`config.mk`:
```
export PLATFORM = sky130hd
export DESIGN_NAME = cell_grid_neighbor_generator_flat
export DESIGN_NICKNAME = d
export VERILOG_FILES = /design/src/design/cgn_pkg.sv /design/src/design/cgn_in_if.sv /design/src/design/cgn_out_if.sv /design/src/design/cgn_cfg_if.sv /design/src/design/cgn_cfg.sv /design/src/design/cgn_seq.sv /design/src/design/cgn_pipe.sv /design/src/design/cell_grid_neighbor_generator.sv /design/src/flat_wrapper.sv
export SDC_FILE = /design/constraint.sdc
export NUM_CORES = 1
export LEC_CHECK = 0
export BUFFER_PORTS_ARGS = -buffer_cell sky130_fd_sc_hd__buf_2
export CORE_ASPECT_RATIO = 0.9
export CORE_UTILIZATION = 35
export DETAILED_ROUTE_END_ITERATION = 8
export PLACE_DENSITY = 0.56
export SLEW_MARGIN = 20
export SYNTH_ARGS = -nofsm -noshare
export SYNTH_HDL_FRONTEND = slang
export SYNTH_HIERARCHICAL = 1
export SYNTH_SLANG_ARGS = --single-unit
```
`constraint.sdc`:
```
create_clock -name clk -period 4.25 [get_ports clk]
set_clock_uncertainty 0.1 [all_clocks]
set_input_delay 0.2125 -clock clk [delete_from_list [all_inputs] [get_ports clk]]
set_output_delay 0.2125 -clock clk [all_outputs]
set_load 0.01 [all_outputs]
```
`src/design/cgn_pkg.sv`:
```
// package with shared widths, register codes, slot offset table and sequencer types
`default_nettype none

package cgn_pkg;

	localparam int COORD_W    = 6;
	localparam int SLOT_W     = 4;
	localparam int CELL_W     = 18;
	localparam int CFG_IDX_W  = 2;
	localparam int CFG_DATA_W = 7;

	// configuration register indexes
	typedef enum logic [CFG_IDX_W-1:0] {
		REG_THREE_D = 2'd0,
		REG_DIV_X   = 2'd1,
		REG_DIV_Y   = 2'd2,
		REG_DIV_Z   = 2'd3
	} cfg_reg_t;

	// final slot of a base cell in each mode
	localparam logic [SLOT_W-1:0] SLOT_LAST_2D = 4'd3;
	localparam logic [SLOT_W-1:0] SLOT_LAST_3D = 4'd12;

	// per-slot neighbor offset: x and y in {-1, 0, +1}, z in {0, +1}
	typedef struct packed {
		logic neg_x;
		logic pos_x;
		logic neg_y;
		logic pos_y;
		logic pos_z;
	} offset_t;

	// one base cell and slot handed from the sequencer to the pipeline
	typedef struct packed {
		logic               valid;
		logic               last;
		logic [SLOT_W-1:0]  slot;
		logic [COORD_W-1:0] x;
		logic [COORD_W-1:0] y;
		logic [COORD_W-1:0] z;
	} issue_t;

	// half-shell offset table in fixed slot order
	function automatic offset_t slot_offset(input logic [SLOT_W-1:0] s);
		offset_t o;
		o = '0;
		unique case (s)
			4'd0:  o = '{neg_x: 1'b0, pos_x: 1'b1, neg_y: 1'b0, pos_y: 1'b0, pos_z: 1'b0};
			4'd1:  o = '{neg_x: 1'b0, pos_x: 1'b1, neg_y: 1'b0, pos_y: 1'b1, pos_z: 1'b0};
			4'd2:  o = '{neg_x: 1'b0, pos_x: 1'b0, neg_y: 1'b0, pos_y: 1'b1, pos_z: 1'b0};
			4'd3:  o = '{neg_x: 1'b1, pos_x: 1'b0, neg_y: 1'b0, pos_y: 1'b1, pos_z: 1'b0};
			4'd4:  o = '{neg_x: 1'b0, pos_x: 1'b1, neg_y: 1'b0, pos_y: 1'b0, pos_z: 1'b1};
			4'd5:  o = '{neg_x: 1'b0, pos_x: 1'b1, neg_y: 1'b0, pos_y: 1'b1, pos_z: 1'b1};
			4'd6:  o = '{neg_x: 1'b0, pos_x: 1'b0, neg_y: 1'b0, pos_y: 1'b1, pos_z: 1'b1};
			4'd7:  o = '{neg_x: 1'b1, pos_x: 1'b0, neg_y: 1'b0, pos_y: 1'b1, pos_z: 1'b1};
			4'd8:  o = '{neg_x: 1'b1, pos_x: 1'b0, neg_y: 1'b0, pos_y: 1'b0, pos_z: 1'b1};
			4'd9:  o = '{neg_x: 1'b1, pos_x: 1'b0, neg_y: 1'b1, pos_y: 1'b0, pos_z: 1'b1};
			4'd10: o = '{neg_x: 1'b0, pos_x: 1'b0, neg_y: 1'b1, pos_y: 1'b0, pos_z: 1'b1};
			4'd11: o = '{neg_x: 1'b0, pos_x: 1'b1, neg_y: 1'b1, pos_y: 1'b0, pos_z: 1'b1};
			4'd12: o = '{neg_x: 1'b0, pos_x: 1'b0, neg_y: 1'b0, pos_y: 1'b0, pos_z: 1'b1};
			default: o = '0;
		endcase
		return o;
	endfunction

endpackage

`default_nettype wire

```
`src/design/cgn_in_if.sv`:
```
// base cell channel interface
`default_nettype none

interface cgn_in_if
	import cgn_pkg::*;
();
	logic               valid;
	logic               ready;
	logic [COORD_W-1:0] cell_x;
	logic [COORD_W-1:0] cell_y;
	logic [COORD_W-1:0] cell_z;

	modport source (output valid, output cell_x, output cell_y, output cell_z, input ready);
	modport sink   (input valid, input cell_x, input cell_y, input cell_z, output ready);
endinterface

`default_nettype wire

```
`src/design/cgn_out_if.sv`:
```
// neighbor result channel interface
`default_nettype none

interface cgn_out_if
	import cgn_pkg::*;
();
	logic              valid;
	logic              ready;
	logic [SLOT_W-1:0] slot;
	logic              present;
	logic [CELL_W-1:0] neighbor_cell;
	logic              last;

	modport source (
		output valid, output slot, output present, output neighbor_cell, output last,
		input ready
	);
	modport sink (
		input valid, input slot, input present, input neighbor_cell, input last,
		output ready
	);
endinterface

`default_nettype wire

```
`src/design/cgn_cfg_if.sv`:
```
// configuration write channel interface
`default_nettype none

interface cgn_cfg_if
	import cgn_pkg::*;
();
	logic                  valid;
	logic                  ready;
	logic [CFG_IDX_W-1:0]  index;
	logic [CFG_DATA_W-1:0] data;

	modport source (output valid, output index, output data, input ready);
	modport sink   (input valid, input index, input data, output ready);
endinterface

`default_nettype wire

```
`src/design/cgn_cfg.sv`:
```
// configuration registers with saturated grid sizes and the layer size product
`default_nettype none

module cgn_cfg
	import cgn_pkg::*;
#(
	parameter int MAX_DIV = 64
) (
	input  wire                          clk,
	input  wire                          arst_n,
	cgn_cfg_if.sink                      cfg,
	output logic                         three_d,
	output logic [$clog2(MAX_DIV+1)-1:0] dx,
	output logic [$clog2(MAX_DIV+1)-1:0] dy,
	output logic [$clog2(MAX_DIV+1)-1:0] dz,
	output logic [CELL_W-1:0]            plane
);

	localparam int DIV_W  = $clog2(MAX_DIV + 1);
	localparam int CMP_W  = (DIV_W > CFG_DATA_W) ? DIV_W : CFG_DATA_W;
	localparam int PLN_W  = 2 * DIV_W + CELL_W;

	logic                three_d_q;
	logic [DIV_W-1:0]    dx_q;
	logic [DIV_W-1:0]    dy_q;
	logic [DIV_W-1:0]    dz_q;
	logic [CELL_W-1:0]   plane_q;
	logic [DIV_W-1:0]    eff_wr;
	logic [CMP_W-1:0]    data_ext;
	logic [PLN_W-1:0]    plane_x_full;
	logic [PLN_W-1:0]    plane_y_full;
	logic                wr;

	assign cfg.ready = 1'b1;
	assign wr        = cfg.valid && cfg.ready;

	// zero reads as one, large values clamp to the grid limit
	always_comb begin
		data_ext = CMP_W'(cfg.data);
		if (cfg.data == '0) begin
			eff_wr = DIV_W'(1);
		end else if (data_ext > CMP_W'(MAX_DIV)) begin
			eff_wr = DIV_W'(MAX_DIV);
		end else begin
			eff_wr = DIV_W'(data_ext);
		end
	end

	// layer size for a write of either planar dimension
	assign plane_x_full = PLN_W'(eff_wr) * PLN_W'(dy_q);
	assign plane_y_full = PLN_W'(dx_q) * PLN_W'(eff_wr);

	// register file
	always_ff @(posedge clk or negedge arst_n) begin
		if (!arst_n) begin
			three_d_q <= 1'b0;
			dx_q      <= DIV_W'(1);
			dy_q      <= DIV_W'(1);
			dz_q      <= DIV_W'(1);
			plane_q   <= CELL_W'(1);
		end else if (wr) begin
			unique case (cfg_reg_t'(cfg.index))
				REG_THREE_D: three_d_q <= cfg.data[0];
				REG_DIV_X: begin
					dx_q    <= eff_wr;
					plane_q <= plane_x_full[CELL_W-1:0];
				end
				REG_DIV_Y: begin
					dy_q    <= eff_wr;
					plane_q <= plane_y_full[CELL_W-1:0];
				end
				REG_DIV_Z: dz_q <= eff_wr;
				default: ;
			endcase
		end
	end

	assign three_d = three_d_q;
	assign dx      = dx_q;
	assign dy      = dy_q;
	assign dz      = dz_q;
	assign plane   = plane_q;

endmodule

`default_nettype wire

```
`src/design/cgn_seq.sv`:
```
// slot sequencer: holds one base cell and issues its slots one per cycle while issue_ready is high
`default_nettype none

module cgn_seq
	import cgn_pkg::*;
(
	input  wire    clk,
	input  wire    arst_n,
	cgn_in_if.sink base,
	input  wire    three_d,
	input  wire    issue_ready,
	output issue_t issue
);

	logic               busy_q;
	logic [SLOT_W-1:0]  slot_q;
	logic [COORD_W-1:0] base_x_q;
	logic [COORD_W-1:0] base_y_q;
	logic [COORD_W-1:0] base_z_q;
	logic [SLOT_W-1:0]  last_slot;
	logic               is_last;
	logic               fire;
	logic               done;
	logic               take;

	assign last_slot = three_d ? SLOT_LAST_3D : SLOT_LAST_2D;
	assign is_last   = (slot_q == last_slot);
	assign fire      = busy_q && issue_ready;
	assign done      = fire && is_last;

	// next base cell can enter as the last slot of the current one leaves
	assign base.ready = !busy_q || done;
	assign take       = base.valid && base.ready;

	// slot counter and busy flag
	always_ff @(posedge clk or negedge arst_n) begin
		if (!arst_n) begin
			busy_q <= 1'b0;
			slot_q <= '0;
		end else if (take) begin
			busy_q <= 1'b1;
			slot_q <= '0;
		end else if (done) begin
			busy_q <= 1'b0;
		end else if (fire) begin
			slot_q <= slot_q + SLOT_W'(1);
		end
	end

	// base cell, layer forced to zero in 2D
	always_ff @(posedge clk) begin
		if (take) begin
			base_x_q <= base.cell_x;
			base_y_q <= base.cell_y;
			base_z_q <= three_d ? base.cell_z : '0;
		end
	end

	assign issue = '{valid: busy_q, last: is_last, slot: slot_q,
		x: base_x_q, y: base_y_q, z: base_z_q};

endmodule

`default_nettype wire

```
`src/design/cgn_pipe.sv`:
```
// three-stage neighbor pipeline: bounds check, partial products, index sum
`default_nettype none

module cgn_pipe
	import cgn_pkg::*;
#(
	parameter int MAX_DIV = 64
) (
	input  wire                          clk,
	input  wire                          arst_n,
	input  wire issue_t                  issue,
	output logic                         issue_ready,
	input  wire                          three_d,
	input  wire [$clog2(MAX_DIV+1)-1:0]  dx,
	input  wire [$clog2(MAX_DIV+1)-1:0]  dy,
	input  wire [$clog2(MAX_DIV+1)-1:0]  dz,
	input  wire [CELL_W-1:0]             plane,
	cgn_out_if.source                    nbr
);

	localparam int DIV_W  = $clog2(MAX_DIV + 1);
	localparam int NC_W   = COORD_W + 1;
	localparam int CMP_W  = (DIV_W > NC_W) ? DIV_W : NC_W;
	localparam int PROD_W = CELL_W + NC_W + DIV_W;

	// stage 1 registers
	logic              v_s1;
	logic              last_s1;
	logic [SLOT_W-1:0] slot_s1;
	logic              ok_s1;
	logic [NC_W-1:0]   nx_s1;
	logic [NC_W-1:0]   ny_s1;
	logic [NC_W-1:0]   nz_s1;

	// stage 2 registers
	logic              v_s2;
	logic              last_s2;
	logic [SLOT_W-1:0] slot_s2;
	logic              ok_s2;
	logic [NC_W-1:0]   nx_s2;
	logic [CELL_W-1:0] pz_s2;
	logic [CELL_W-1:0] py_s2;

	// stage 3 registers, the output register
	logic              v_s3;
	logic              last_s3;
	logic [SLOT_W-1:0] slot_s3;
	logic              ok_s3;
	logic [CELL_W-1:0] cell_s3;

	logic              rdy_s1;
	logic              rdy_s2;
	logic              rdy_s3;

	offset_t           off;
	logic [NC_W-1:0]   nx;
	logic [NC_W-1:0]   ny;
	logic [NC_W-1:0]   nz;
	logic [CMP_W-1:0]  dx_c;
	logic [CMP_W-1:0]  dy_c;
	logic [CMP_W-1:0]  dz_c;
	logic              base_ok;
	logic              ok;
	logic [PROD_W-1:0] pz_full;
	logic [PROD_W-1:0] py_full;
	logic [CELL_W-1:0] sum;

	// each stage moves when it is empty or the next one moves
	assign rdy_s3      = !v_s3 || nbr.ready;
	assign rdy_s2      = !v_s2 || rdy_s3;
	assign rdy_s1      = !v_s1 || rdy_s2;
	assign issue_ready = rdy_s1;

	// stage 1: neighbor coordinates and grid bounds
	always_comb begin
		off  = slot_offset(issue.slot);
		nx   = NC_W'(issue.x) + NC_W'(off.pos_x) - NC_W'(off.neg_x);
		ny   = NC_W'(issue.y) + NC_W'(off.pos_y) - NC_W'(off.neg_y);
		nz   = NC_W'(issue.z) + NC_W'(off.pos_z);
		dx_c = CMP_W'(dx);
		dy_c = CMP_W'(dy);
		dz_c = three_d ? CMP_W'(dz) : CMP_W'(1);
		base_ok = (CMP_W'(issue.x) < dx_c) && (CMP_W'(issue.y) < dy_c)
			&& (CMP_W'(issue.z) < dz_c);
		ok = base_ok
			&& !(off.neg_x && issue.x == '0) && !(off.neg_y && issue.y == '0)
			&& (CMP_W'(nx) < dx_c) && (CMP_W'(ny) < dy_c) && (CMP_W'(nz) < dz_c);
	end

	always_ff @(posedge clk or negedge arst_n) begin
		if (!arst_n) begin
			v_s1 <= 1'b0;
		end else if (rdy_s1) begin
			v_s1 <= issue.valid;
		end
	end

	always_ff @(posedge clk) begin
		if (rdy_s1) begin
			last_s1 <= issue.last;
			slot_s1 <= issue.slot;
			ok_s1   <= ok;
			nx_s1   <= nx;
			ny_s1   <= ny;
			nz_s1   <= nz;
		end
	end

	// stage 2: layer and row offsets
	assign pz_full = PROD_W'(nz_s1) * PROD_W'(plane);
	assign py_full = PROD_W'(ny_s1) * PROD_W'(dx);

	always_ff @(posedge clk or negedge arst_n) begin
		if (!arst_n) begin
			v_s2 <= 1'b0;
		end else if (rdy_s2) begin
			v_s2 <= v_s1;
		end
	end

	always_ff @(posedge clk) begin
		if (rdy_s2) begin
			last_s2 <= last_s1;
			slot_s2 <= slot_s1;
			ok_s2   <= ok_s1;
			nx_s2   <= nx_s1;
			pz_s2   <= pz_full[CELL_W-1:0];
			py_s2   <= py_full[CELL_W-1:0];
		end
	end

	// stage 3: linear index, zero for an absent neighbor
	assign sum = pz_s2 + py_s2 + CELL_W'(nx_s2);

	always_ff @(posedge clk or negedge arst_n) begin
		if (!arst_n) begin
			v_s3 <= 1'b0;
		end else if (rdy_s3) begin
			v_s3 <= v_s2;
		end
	end

	always_ff @(posedge clk) begin
		if (rdy_s3) begin
			last_s3 <= last_s2;
			slot_s3 <= slot_s2;
			ok_s3   <= ok_s2;
			cell_s3 <= ok_s2 ? sum : '0;
		end
	end

	assign nbr.valid         = v_s3;
	assign nbr.slot          = slot_s3;
	assign nbr.present       = ok_s3;
	assign nbr.neighbor_cell = cell_s3;
	assign nbr.last          = last_s3;

endmodule

`default_nettype wire

```
`src/design/cell_grid_neighbor_generator.sv`:
```
// top level of the half-shell neighbor cell generator
//
//   channel  dir  handshake    payload
//   cfg      in   valid/ready  index, data
//   base     in   valid/ready  cell_x, cell_y, cell_z
//   nbr      out  valid/ready  slot, present, neighbor_cell, last
//
// a base cell has 4 slots in 2D and 13 in 3D, issued one per cycle while issue_ready is high
// the next base cell is taken in the cycle its predecessor's last slot is issued
// a result passes the sequencer's base cell register, then the check, products and sum stages
// arst_n clears configuration to 2D with a 1x1x1 grid and empties the pipeline
// a stall on nbr backs up through the stage valid bits; cfg is always ready
`default_nettype none

module cell_grid_neighbor_generator
	import cgn_pkg::*;
#(
	parameter int MAX_DIV = 64
) (
	input  wire       clk,
	input  wire       arst_n,
	cgn_cfg_if.sink   cfg,
	cgn_in_if.sink    base,
	cgn_out_if.source nbr
);

	localparam int DIV_W = $clog2(MAX_DIV + 1);

	logic              three_d;
	logic [DIV_W-1:0]  dx;
	logic [DIV_W-1:0]  dy;
	logic [DIV_W-1:0]  dz;
	logic [CELL_W-1:0] plane;
	logic              issue_ready;
	issue_t            issue;

	// configuration registers
	cgn_cfg #(
		.MAX_DIV (MAX_DIV)
	) u_cfg (
		.clk     (clk),
		.arst_n  (arst_n),
		.cfg     (cfg),
		.three_d (three_d),
		.dx      (dx),
		.dy      (dy),
		.dz      (dz),
		.plane   (plane)
	);

	// slot sequencer
	cgn_seq u_seq (
		.clk         (clk),
		.arst_n      (arst_n),
		.base        (base),
		.three_d     (three_d),
		.issue_ready (issue_ready),
		.issue       (issue)
	);

	// neighbor pipeline
	cgn_pipe #(
		.MAX_DIV (MAX_DIV)
	) u_pipe (
		.clk         (clk),
		.arst_n      (arst_n),
		.issue       (issue),
		.issue_ready (issue_ready),
		.three_d     (three_d),
		.dx          (dx),
		.dy          (dy),
		.dz          (dz),
		.plane       (plane),
		.nbr         (nbr)
	);

	// the last flag marks only a final slot of either mode
	a_last_slot: assert property (@(posedge clk) disable iff (!arst_n)
		nbr.valid && nbr.last |-> nbr.slot == SLOT_LAST_2D || nbr.slot == SLOT_LAST_3D)
		else $error("last flag on a slot that is not final");

	// absent neighbors carry a zero index
	a_absent_zero: assert property (@(posedge clk) disable iff (!arst_n)
		nbr.valid && !nbr.present |-> nbr.neighbor_cell == '0)
		else $error("absent neighbor with nonzero index");

	// no base cell is taken while a slot other than the last is still pending
	a_take_on_last: assert property (@(posedge clk) disable iff (!arst_n)
		base.valid && base.ready && issue.valid |-> issue.last && issue_ready)
		else $error("base cell taken before its predecessor finished issuing");

	// slots past the planar four appear only in 3D mode
	a_slot_mode: assert property (@(posedge clk) disable iff (!arst_n)
		nbr.valid && nbr.slot > SLOT_LAST_2D |-> three_d)
		else $error("forward layer slot in 2D mode");

endmodule

`default_nettype wire

```
`src/flat_wrapper.sv`:
```
// flat-port wrapper written by rule: the top's interface ports become plain ports
module cell_grid_neighbor_generator_flat import cgn_pkg::*;
#(
	parameter int MAX_DIV = 64
)
  (clk, arst_n, cfg_valid, cfg_index, cfg_data, cfg_ready, base_valid, base_cell_x, base_cell_y, base_cell_z, base_ready, nbr_valid, nbr_slot, nbr_present, nbr_neighbor_cell, nbr_last, nbr_ready);
  cgn_cfg_if cfg_i ();
  cgn_in_if base_i ();
  cgn_out_if nbr_i ();
  input  wire clk;
  input  wire arst_n;
  input wire logic [$bits(cfg_i.valid)-1:0] cfg_valid;
  input wire logic [$bits(cfg_i.index)-1:0] cfg_index;
  input wire logic [$bits(cfg_i.data)-1:0] cfg_data;
  output wire logic [$bits(cfg_i.ready)-1:0] cfg_ready;
  input wire logic [$bits(base_i.valid)-1:0] base_valid;
  input wire logic [$bits(base_i.cell_x)-1:0] base_cell_x;
  input wire logic [$bits(base_i.cell_y)-1:0] base_cell_y;
  input wire logic [$bits(base_i.cell_z)-1:0] base_cell_z;
  output wire logic [$bits(base_i.ready)-1:0] base_ready;
  output wire logic [$bits(nbr_i.valid)-1:0] nbr_valid;
  output wire logic [$bits(nbr_i.slot)-1:0] nbr_slot;
  output wire logic [$bits(nbr_i.present)-1:0] nbr_present;
  output wire logic [$bits(nbr_i.neighbor_cell)-1:0] nbr_neighbor_cell;
  output wire logic [$bits(nbr_i.last)-1:0] nbr_last;
  input wire logic [$bits(nbr_i.ready)-1:0] nbr_ready;
  assign cfg_i.valid = cfg_valid;
  assign cfg_i.index = cfg_index;
  assign cfg_i.data = cfg_data;
  assign cfg_ready = cfg_i.ready;
  assign base_i.valid = base_valid;
  assign base_i.cell_x = base_cell_x;
  assign base_i.cell_y = base_cell_y;
  assign base_i.cell_z = base_cell_z;
  assign base_ready = base_i.ready;
  assign nbr_valid = nbr_i.valid;
  assign nbr_slot = nbr_i.slot;
  assign nbr_present = nbr_i.present;
  assign nbr_neighbor_cell = nbr_i.neighbor_cell;
  assign nbr_last = nbr_i.last;
  assign nbr_i.ready = nbr_ready;
  cell_grid_neighbor_generator #(.MAX_DIV(MAX_DIV)) u_core (.clk(clk), .arst_n(arst_n), .cfg(cfg_i), .base(base_i), .nbr(nbr_i));
endmodule
```
# Word-level counts from Yosys, hierarchy flattened
# Memories as Yosys holds them, arrays and structs flattened.
# Cells that the tools add are included.
classes:
  n_reduce_logical: 35
  multipliers: 4
  n_mux: 10
  n_eq_ne: 5
  n_addsub: 8
  n_lt_le_gt_ge: 7
op_table:
  columns: ["op", "n"]
  rows:
  - ["$mul 7x7->14", 3]
  - ["$pmux 18 s2", 1]
  - ["$add 6x1->7", 3]
  - ["$lt 6x7->1", 3]
  - ["$lt 7x7->1", 3]
  - ["$mux 7", 3]
  - ["$add 18x14->18", 1]
  - ["$add 18x7->18", 1]
  - ["$mul 7x18->18", 1]
  - ["$mux 4", 4]
  - ["$sub 7x1->7", 2]
  - ["$logic_and 1x1->1", 12]
  - ["$logic_not 6->1", 2]
  - ["$reduce_and 2->1", 6]
  - ["$gt 7x7->1 const B", 1]
  - ["$logic_not 7->1", 1]
  - ["$logic_not 1->1", 6]
  - ["$reduce_bool 2->1", 3]
  - ["$add 4x1->4 const B", 1]
  - ["$eq 2x2->1 const B", 2]
  - ["$eq 4x4->1", 1]
  - ["$logic_or 1x1->1", 4]
  - ["$eq 2x1->1 const B", 1]
  - ["$logic_not 2->1", 1]
  - ["2 further kinds", 3]
totals:
  reg_bits: 162
  wordCells: 99
  mem_count: 1
  in_bits: 32
  romBits: 80
mem_list:
  columns: ["memory", "words", "word_bits", "read_ports", "rd_ports_with_merged_regs", "write_ports", "line_no", "source"]
  rows:
  - ["(no name shown)", 16, 5, 1, 0, 0, "cgn_pkg.sv:47", "unique case (s)"]

# Longest topological paths before layout
# Gate-level depths: netlist (run 1).
logic_depth:
  ltp_word: 10
  ltp_mapped: 20

# Modules after synthesis
# Netlist (run 1), hierarchy kept.
modules_own_cells:
  columns: ["mod", "cells_per_inst", "area_each_um2", "n_inst"]
  rows:
  - ["cgn_pipe", 937, 9907.0, 1]
  - ["cgn_cfg", 511, 4729.5, 1]
  - ["cgn_seq", 65, 953.4, 1]

# Least setup slack after synthesis (run 1)
# Ideal clock, no wire load.
synth_path:
  path_type: "flip-flop to flip-flop"
  from: "reg u_core.u_pipe.nz_s1[1]"
  to: "reg u_core.u_pipe.pz_s2[17] (data pin)"
  path_slack_ns: -0.453
  required_ns: 3.960
  t_arrival_ns: 4.413
  synth_period_minus_slack_ns: 4.703
  setup_time_ns: 0.190
  path_stages_with_launch: 17
  path_cell_list: "edfxtp_1 clkbuf_1 and2_1 fa_1 fa_1 fa_1 inv_1 fa_1 inv_1 ha_1 a21oi_1 nor3b_1 nand3_1 a21oi_1 a21oi_1 and4_4 a2111oi_2"
synth_between:
  elab_chain_cells: 1
synth_rtl:
  columns: ["item", "line_no", "source"]
  rows:
  - ["from (decl)", "cgn_pipe.sv:33", "logic [NC_W-1:0] nz_s1;"]
  - ["from (signal assigned)", "cgn_pipe.sv:105", "nz_s1 <= nz;"]
  - ["$mul 7x18->18", "cgn_pipe.sv:110", "assign pz_full = PROD_W'(nz_s1) * PROD_W'(plane);"]
  - ["named net u_core.u_pipe.pz_full[17]", "cgn_pipe.sv:64", "logic [PROD_W-1:0] pz_full;"]
  - ["to (signal assigned)", "cgn_pipe.sv:127", "pz_s2 <= pz_full[CELL_W-1:0];"]
  - ["to (decl)", "cgn_pipe.sv:41", "logic [CELL_W-1:0] pz_s2;"]
# The timed path passes the listed nets, and every way through them passes these cells.
# A chain may end at the register's enable or synchronous reset.

# Final worst setup path (run 1)
# Ends and elaborated chain as after synthesis.

==> impl_metrics.py, run 1 <==
metrics = {
    "die": {
        "initial_core_util_pct": 35.90,
        "row_count": 72,
        "dieHeight_um": 202.2,
        "dieWidth_um": 224.5,
        "io_pins": 59,
        "dieArea_um2": 45390,
        "coreArea_um2": 43420,
    },
    "layout": {
        "diodes": 0,
        "drive_gt1_share_pct": 23.20,
        "area_growth_pct": 24.35,
        "fill_cells": 4134,
        "nets": 2128,
        "fin_util_pct": 44.65,
    },
    "pwr": {
        "p_per_area_nw_per_um2": 681.0,
        "irDropWorstVdd_mv": 0.4314,
        "total_power_w": 0.01320,
        "p_leak_nw": 9.122,
    },
    "worst_hold_path": {
        "hp-class": "in2reg",
        "hold_path_startpoint": "cfg_valid",
    },
    "worst_setup_path": {
        "startpoint": "u_core/u_pipe/nz_s1[1]",
        "worstSetupPathType": "reg2reg",
        "cp-end-kind": "register",
        "critPathMaxFanout": 7,
        "worstSetupStartpointType": "register",
        "arrival_ns": 4.69,
        "cp.required_ns": 4.41,
        "r2r-start": "u_core/u_pipe/nz_s1[1]",
    },
    "logic_synthesis": {
        "synth-edff-count": 114,
        "synth_warnings": 6,
        "synth.area.mux_share_pct": 0.8026,
        "synth_top_family_by_area": "adder cells",
        "ys_top_cells_by_area": "edfxtp_1 (22%), fa_1 (18%), ha_1 (16%)",
        "synth_compound_area_share_pct": 9.262,
        "synth_top_flop_cell": "edfxtp_1",
        "synth_xor_area_share_pct": 4.294,
        "synth_fa_ha_area_share_pct": 34.38,
        "ys_types": 82,
        "synth_top_area_share_pct": 21.96,
        "synth_seq_area_share_pct": 29.05,
        "ys_ff_latch": 158,
        "syn_area_per_cell_um2": 10.30,
        "synth_area_um2": 15590,
        "synth_top_cell_by_area": "edfxtp_1",
        "ys_async_sr_fraction_pct": 27.85,
        "yosys.area_share.simple_pct": 16.60,
        "synthCells": 1513,
    },
    "clocking": {
        "insertion_delay_ns": 0.45,
        "clk_pin_slew_ns": 0.07,
        "ctsRootBufferMaster": "clkbuf_16",
        "htreeDepth": 4,
        "cts_made_buffers": 17,
        "cts_sinks": 158,
        "cts_tree": "built",
        "clockBufferDepth": 2,
    },
    "route": {
        "vias": 11250,
        "wl_met1_um": 18550,
        "dr.pass1.iters": 5,
        "via_per_inst": 4.768,
        "avgRoutedWirePerCell_um": 15.24,
        "routed-wl-met3_um": 941,
        "first_iter_violations": 548,
        "detail-route-antenna-nets": 0,
        "top_layer_used": "met4",
        "dr_wl_met2_um": 15930,
        "remaining_drc_errors": 0,
        "routed_wl_um": 35940,
    },
    "grt": {
        "grt_overflow_total": 0,
        "track_usage_pct": 16.38,
        "grt_pass1_wl_um": 58730,
        "grt_max_degree": 47,
        "antenna_found_initial": 0,
        "grt_pass1_vias": 11380,
    },
    "placed_design": {
        "dp_hpwl_um": 28630,
        "gp_congestion": 0.8378,
        "io_buffer_count": 57,
    },
    "timing": {
        "hold_violations": 0,
        "post-route-period-util_pct": 106.8,
        "finalCriticalPeriod_ns": 4.538,
        "finalSetupViolCount": 7,
        "hold-worst-slack_ns": 0.07318,
        "rsz0062_at_grt": "true",
        "tns_ns": -0.9505,
        "drv_slew": 0,
        "fin_ws_ns": -0.2882,
        "fmax_mhz": 220.4,
        "slew_headroom_pct": 43.73,
        "tightest_slew_ns": 0.8420,
    },
    "run_status": {
        "violations": "negative setup slack",
        "status": "finished, violations left",
    },
    "run": {
        "cap_violations": 0,
    },
}
==> layer usage <==
layer,GRT usage (%),up-vias
li1,-,5545
met1,23.78,5499
met2,25.19,170
met3,2.675,34
met4,4.325,0
met5,0,-
==> path summary, 6_finish.rpt <==
| check | endpoint | slack [ns] | cells past startpoint |
|---|---|---|---|
| setup reg to reg | u_core/u_pipe/pz_s2[17] | -0.29 | 16 |
| hold / removal | u_core/u_cfg/three_d | 0.07 | 3 |
| hold reg to reg | u_core/u_pipe/nbr.last | 0.32 | 0 |
| max in group asynchronous | u_core/u_cfg/dx[4] | 3.27 | 3 |
| setup / recovery | u_core/u_pipe/pz_s2[17] | -0.29 | 16 |
| min in group asynchronous | u_core/u_pipe/v_s2 | 0.29 | 3 |
==> timing repair <==
item                                   CTS  global route
buffers inserted                        12            10
setup endpoints to repair               15            22
gates resized for setup                 47            77
endpoints found under the hold margin   61             0
gates cloned                             0             0
hold buffers                            21             0
pin swaps                               27            63
==> logic make-up (layout without fill, tap and decap cells) <==
family                   Yosys count  after routing
other                              2              5
multiplexers                      12             12
AND/OR/NAND/NOR                  488            488
AO/OA/AOI/OAI                    219            219
adder cells (fa/ha/maj)          342            342
buffers and inverters            219            470
XOR/XNOR                          73             73
flip-flops                       158            158
==> sequential cells by signal (all words and copies together), names as in the netlist, 4 cells and up <==
name / cells
u_core/u_pipe/nx_s2: 7
u_core/u_pipe/nx_s1: 7
u_core/u_seq/base_x_q: 6
u_core/u_seq/base_z_q: 6
u_core/u_seq/slot_q: 4
u_core/u_seq/base_y_q: 6
u_core/u_pipe/nbr.neighbor_cell: 18
u_core/u_cfg/dz: 7
u_core/u_pipe/nbr.slot: 4
u_core/u_pipe/ny_s1: 7
u_core/u_pipe/slot_s2: 4
u_core/u_cfg/dx: 7
u_core/u_cfg/dy: 7
u_core/u_pipe/pz_s2: 18
u_core/u_cfg/plane: 14
u_core/u_pipe/nz_s1: 7
u_core/u_pipe/py_s2: 14
u_core/u_pipe/slot_s1: 4
==> cell usage after synthesis (3+ instances only) <==
master    instances
ha_1            198
inv_1           185
and2_1          178
fa_1            144
nand2_1         142
edfxtp_1        114
a21oi_1          57
nor2_1           57
o21ai_0          45
dfrtp_1          40
xnor2_1          37
xor2_1           33
a21o_1           26
clkbuf_1         22
nand2b_1         20
nand3_1          16
nor2b_1          15
o21a_1           13
a31oi_1          10
nor3_1           10
o21bai_1         10
a211oi_1          9
mux2i_1           8
buf_4             7
o31ai_1           7
or3_1             6
and3_1            5
nand4b_1          5
and2_2            4
dfstp_2           4
mux2_2            4
o211ai_1          4
or2_2             4
a211o_1           3
a21o_2            3
buf_2             3
nand4_1           3
nor3b_1           3
nor4_1            3
==> metrics by stage <==
stage          instance area, µm²  cells  setup WS, ns
3_3_place_gp                17760   2285       -0.3697
2_1_floorplan               15770   1516       -0.1539
3_5_place_dp                17760   2285       -0.3696
4_1_cts                     18950   2350       -0.2544
5_1_grt                     19390   2359       -0.3958
6_report                    19390   2359       -0.2882
==> power breakdown <==
group | switching [W] | leakage, nW | internal (W)
Clock | 0.000658 | 0.334 | 0.00116
Combinational | 0.00439 | 7.14 | 0.00425
Sequential | 0.000340 | 1.65 | 0.00240
==> cell usage in the layout (no fill, tap or decap), types with 7 or more instances in the layout <==
master         count
ha_1             184
inv_1            175
buf_4            165
and2_1           164
nand2_1          141
fa_1             138
edfxtp_1         114
buf_2             57
nor2_1            54
a21oi_1           37
dfrtp_1           35
xnor2_1           33
xor2_1            32
o21ai_0           32
a21o_1            26
dlygate4sd3_1     21
nand2b_1          20
clkbuf_16         17
a21oi_2           17
and2_4            15
nand3_1           15
ha_4              14
nor2b_1           13
o21a_1            13
inv_2             10
buf_6              9
o21bai_1           9
nor3_1             9
a31oi_1            8
bufinv_16          7
mux2i_1            7
==> final cells by class <==
| class | instances | area, µm² | area share, % |
|---|---|---|---|
| Multi-Input combinational cell | 1139 | 10870 | 56.05 |
| Inverter | 185 | 694.4 | 3.582 |
| Timing Repair Buffer | 253 | 1856 | 9.571 |
| Clock buffer | 18 | 429.2 | 2.214 |
| Tap cell | 592 | 740.7 | 3.821 |
| Sequential cell | 158 | 4536 | 23.40 |
| Clock inverter | 14 | 264.0 | 1.362 |
==> critical path: stages (launching register included) <==
cell and delay, ns:
edfxtp_1 0.46, buf_6 0.17, and2_4 0.13, fa_1 0.49, fa_1 0.43, fa_1 0.49, inv_1 0.05, fa_1 0.49
inv_2 0.05, ha_4 0.23, a21oi_4 0.15, nor3b_2 0.21, nand3_2 0.14, a21oi_4 0.22, a21oi_4 0.09, and4_4 0.16
a2111oi_4 0.29
(Power assumes the default switching activity.)
==> run 2: changes to the inputs <==
CELL_PAD_IN_SITES_DETAIL_PLACEMENT = 0   (was unset)
CELL_PAD_IN_SITES_GLOBAL_PLACEMENT = 1   (was unset)
PLACE_DENSITY = 0.66   (was 0.56)
==> impl_metrics.py, run 2 (same netlist as run 1, synthesis figures left out) <==
metrics = {
    "timing": {
        "slew_headroom_pct": 54.45,
        "fin_ws_ns": -0.2722,
        "post-route-period-util_pct": 106.4,
        "tightest_slew_ns": 0.6796,
        "fmax_mhz": 221.1,
        "finalCriticalPeriod_ns": 4.522,
        "finalSetupViolCount": 6,
        "hold_violations": 0,
        "drv_slew": 0,
        "rsz0062_at_grt": "true",
        "tns_ns": -0.8891,
        "hold-worst-slack_ns": 0.06699,
    },
    "die": {
        "dieArea_um2": 45390,
        "row_count": 72,
        "io_pins": 59,
        "dieHeight_um": 202.2,
        "coreArea_um2": 43420,
        "dieWidth_um": 224.5,
        "initial_core_util_pct": 35.90,
    },
    "route": {
        "routed_wl_um": 36420,
        "vias": 11190,
        "dr.pass1.iters": 4,
        "first_iter_violations": 486,
        "remaining_drc_errors": 0,
        "detail-route-antenna-nets": 0,
        "avgRoutedWirePerCell_um": 15.35,
        "via_per_inst": 4.717,
    },
    "run_status": {
        "violations": "negative setup slack",
        "status": "finished, violations left",
    },
    "worst_setup_path": {
        "r2r.worst_path.cells": 15,
        "r2r-start": "u_core/u_pipe/nz_s1[5]",
        "worstSetupPathType": "reg2reg",
        "timing.rr.end": "u_core/u_pipe/pz_s2[17]",
        "critPathMaxFanout": 7,
        "arrival_ns": 4.67,
        "cp.required_ns": 4.40,
        "r2r_slack_ns": -0.27,
        "cp-end-kind": "register",
        "worstSetupStartpointType": "register",
    },
    "placed_design": {
        "dp_hpwl_um": 29390,
        "place_ws_ns": -0.4526,
        "io_buffer_count": 57,
        "gp_congestion": 0.8505,
    },
    "grt": {
        "grt_overflow_total": 0,
        "track_usage_pct": 16.58,
        "grt_max_degree": 47,
        "grt_pass1_vias": 11420,
        "grt_pass1_wl_um": 59460,
        "antenna_found_initial": 0,
    },
    "clocking": {
        "ctsRootBufferMaster": "clkbuf_16",
        "htreeDepth": 4,
        "cts_tree": "built",
        "clockBufferDepth": 2,
        "cts_sinks": 158,
        "cts_made_buffers": 17,
        "clk_pin_slew_ns": 0.07,
        "insertion_delay_ns": 0.44,
    },
    "pwr": {
        "irDropWorstVdd_mv": 0.4509,
        "p_leak_nw": 9.186,
        "p_per_area_nw_per_um2": 661.5,
    },
    "run": {
        "cap_violations": 0,
    },
    "layout": {
        "diodes": 0,
        "drive_gt1_share_pct": 24.93,
        "final_cell_mix": "ha_1 (183), buf_4 (175), inv_1 (173), and2_1 (162), nand2_1 (139)",
        "fill_cells": 4160,
        "nets": 2142,
        "area_growth_pct": 24.61,
        "final_common_cell": "ha_1",
    },
    "worst_hold_path": {
        "hold_path_startpoint": "cfg_valid",
        "hold_end": "u_core/u_cfg/three_d",
        "hp-class": "in2reg",
        "hold_depth": 3,
    },
}
run 2: report_power, final:
part	switching (W)	leakage, nW	internal [W]
logic	0.00432	7.25	0.00428
registers	0.000333	1.65	0.00239
clock network	0.000692	0.286	0.000834
total	0.00535	9.19	0.00750
run 2: routing by layer:
| layer | global-route usage, % | routed length [µm] | vias up |
|---|---|---|---|
| li1 | - | - | 5571 |
| met1 | 24.20 | 18630 | 5454 |
| met2 | 26.17 | 16440 | 153 |
| met3 | 2.181 | 1053 | 16 |
| met4 | 3.401 | 297 | 0 |
| met5 | 0 | 0 | - |
run 2: per-stage QoR:
stage | total power (W) | cells | util, % | instance area (µm²)
global placement | 0.01028 | 2291 | 41.06 | 17830
detailed placement | 0.01037 | 2291 | 41.06 | 17830
floorplan | 0.007909 | 1516 | - | 15770
finish | 0.01285 | 2373 | 44.74 | 19430
global route | 0.01414 | 2373 | 44.74 | 19430
CTS | 0.01249 | 2362 | 43.59 | 18930
run 2: critical path, cell delays in order (launching register included):
cell and delay [ns]:
edfxtp_1 0.47, buf_6 0.17, and2_1 0.14, fa_1 0.50
fa_1 0.51, fa_1 0.49, inv_1 0.05, fa_1 0.47
inv_1 0.04, ha_1 0.30, a21o_1 0.17, a21o_1 0.18
a21oi_2 0.15, a21oi_2 0.10, and4_4 0.18, a2111oi_4 0.31
run 2: worst max path at each step:
| stage | from | end | slack, ns | depth (start not counted) |
|---|---|---|---|---|
| after CTS | u_core/u_pipe/nz_s1[6] | u_core/u_pipe/pz_s2[17] | -0.27 | 16 |
| after global routing | u_core/u_pipe/nz_s1[3] | u_core/u_pipe/pz_s2[17] | -0.43 | 15 |
| after detailed placement | cfg_data[6] | u_core/u_cfg/plane[13] | -0.45 | 18 |
| after floorplan | u_core/u_pipe/nz_s1[3] | u_core/u_pipe/pz_s2[16] | -0.15 | 17 |
| final | u_core/u_pipe/nz_s1[5] | u_core/u_pipe/pz_s2[17] | -0.27 | 15 |
| after global placement | cfg_data[6] | u_core/u_cfg/plane[8] | -0.35 | 17 |
run 2: repair_timing:
| item | CTS | global route |
|---|---|---|
| gates resized for setup | 43 | 101 |
| buffers inserted | 19 | 12 |
| hold buffers | 21 | 0 |
| pin swaps | 27 | 66 |
| setup endpoints to repair | 19 | 21 |
| hold endpoints to repair | 60 | 0 |
run 2: cell type report:
class                      count  area (µm²)  share of cell area [%]
clock buffer                  18       439.2                   2.261
clock inverter                14       136.4                  0.7020
tap                          592       740.7                   3.813
sequential                   158        4533                   23.33
multi-input combinational   1139       10900                   56.09
timing repair buffer         267        1987                   10.23
inverter                     185       694.4                   3.574
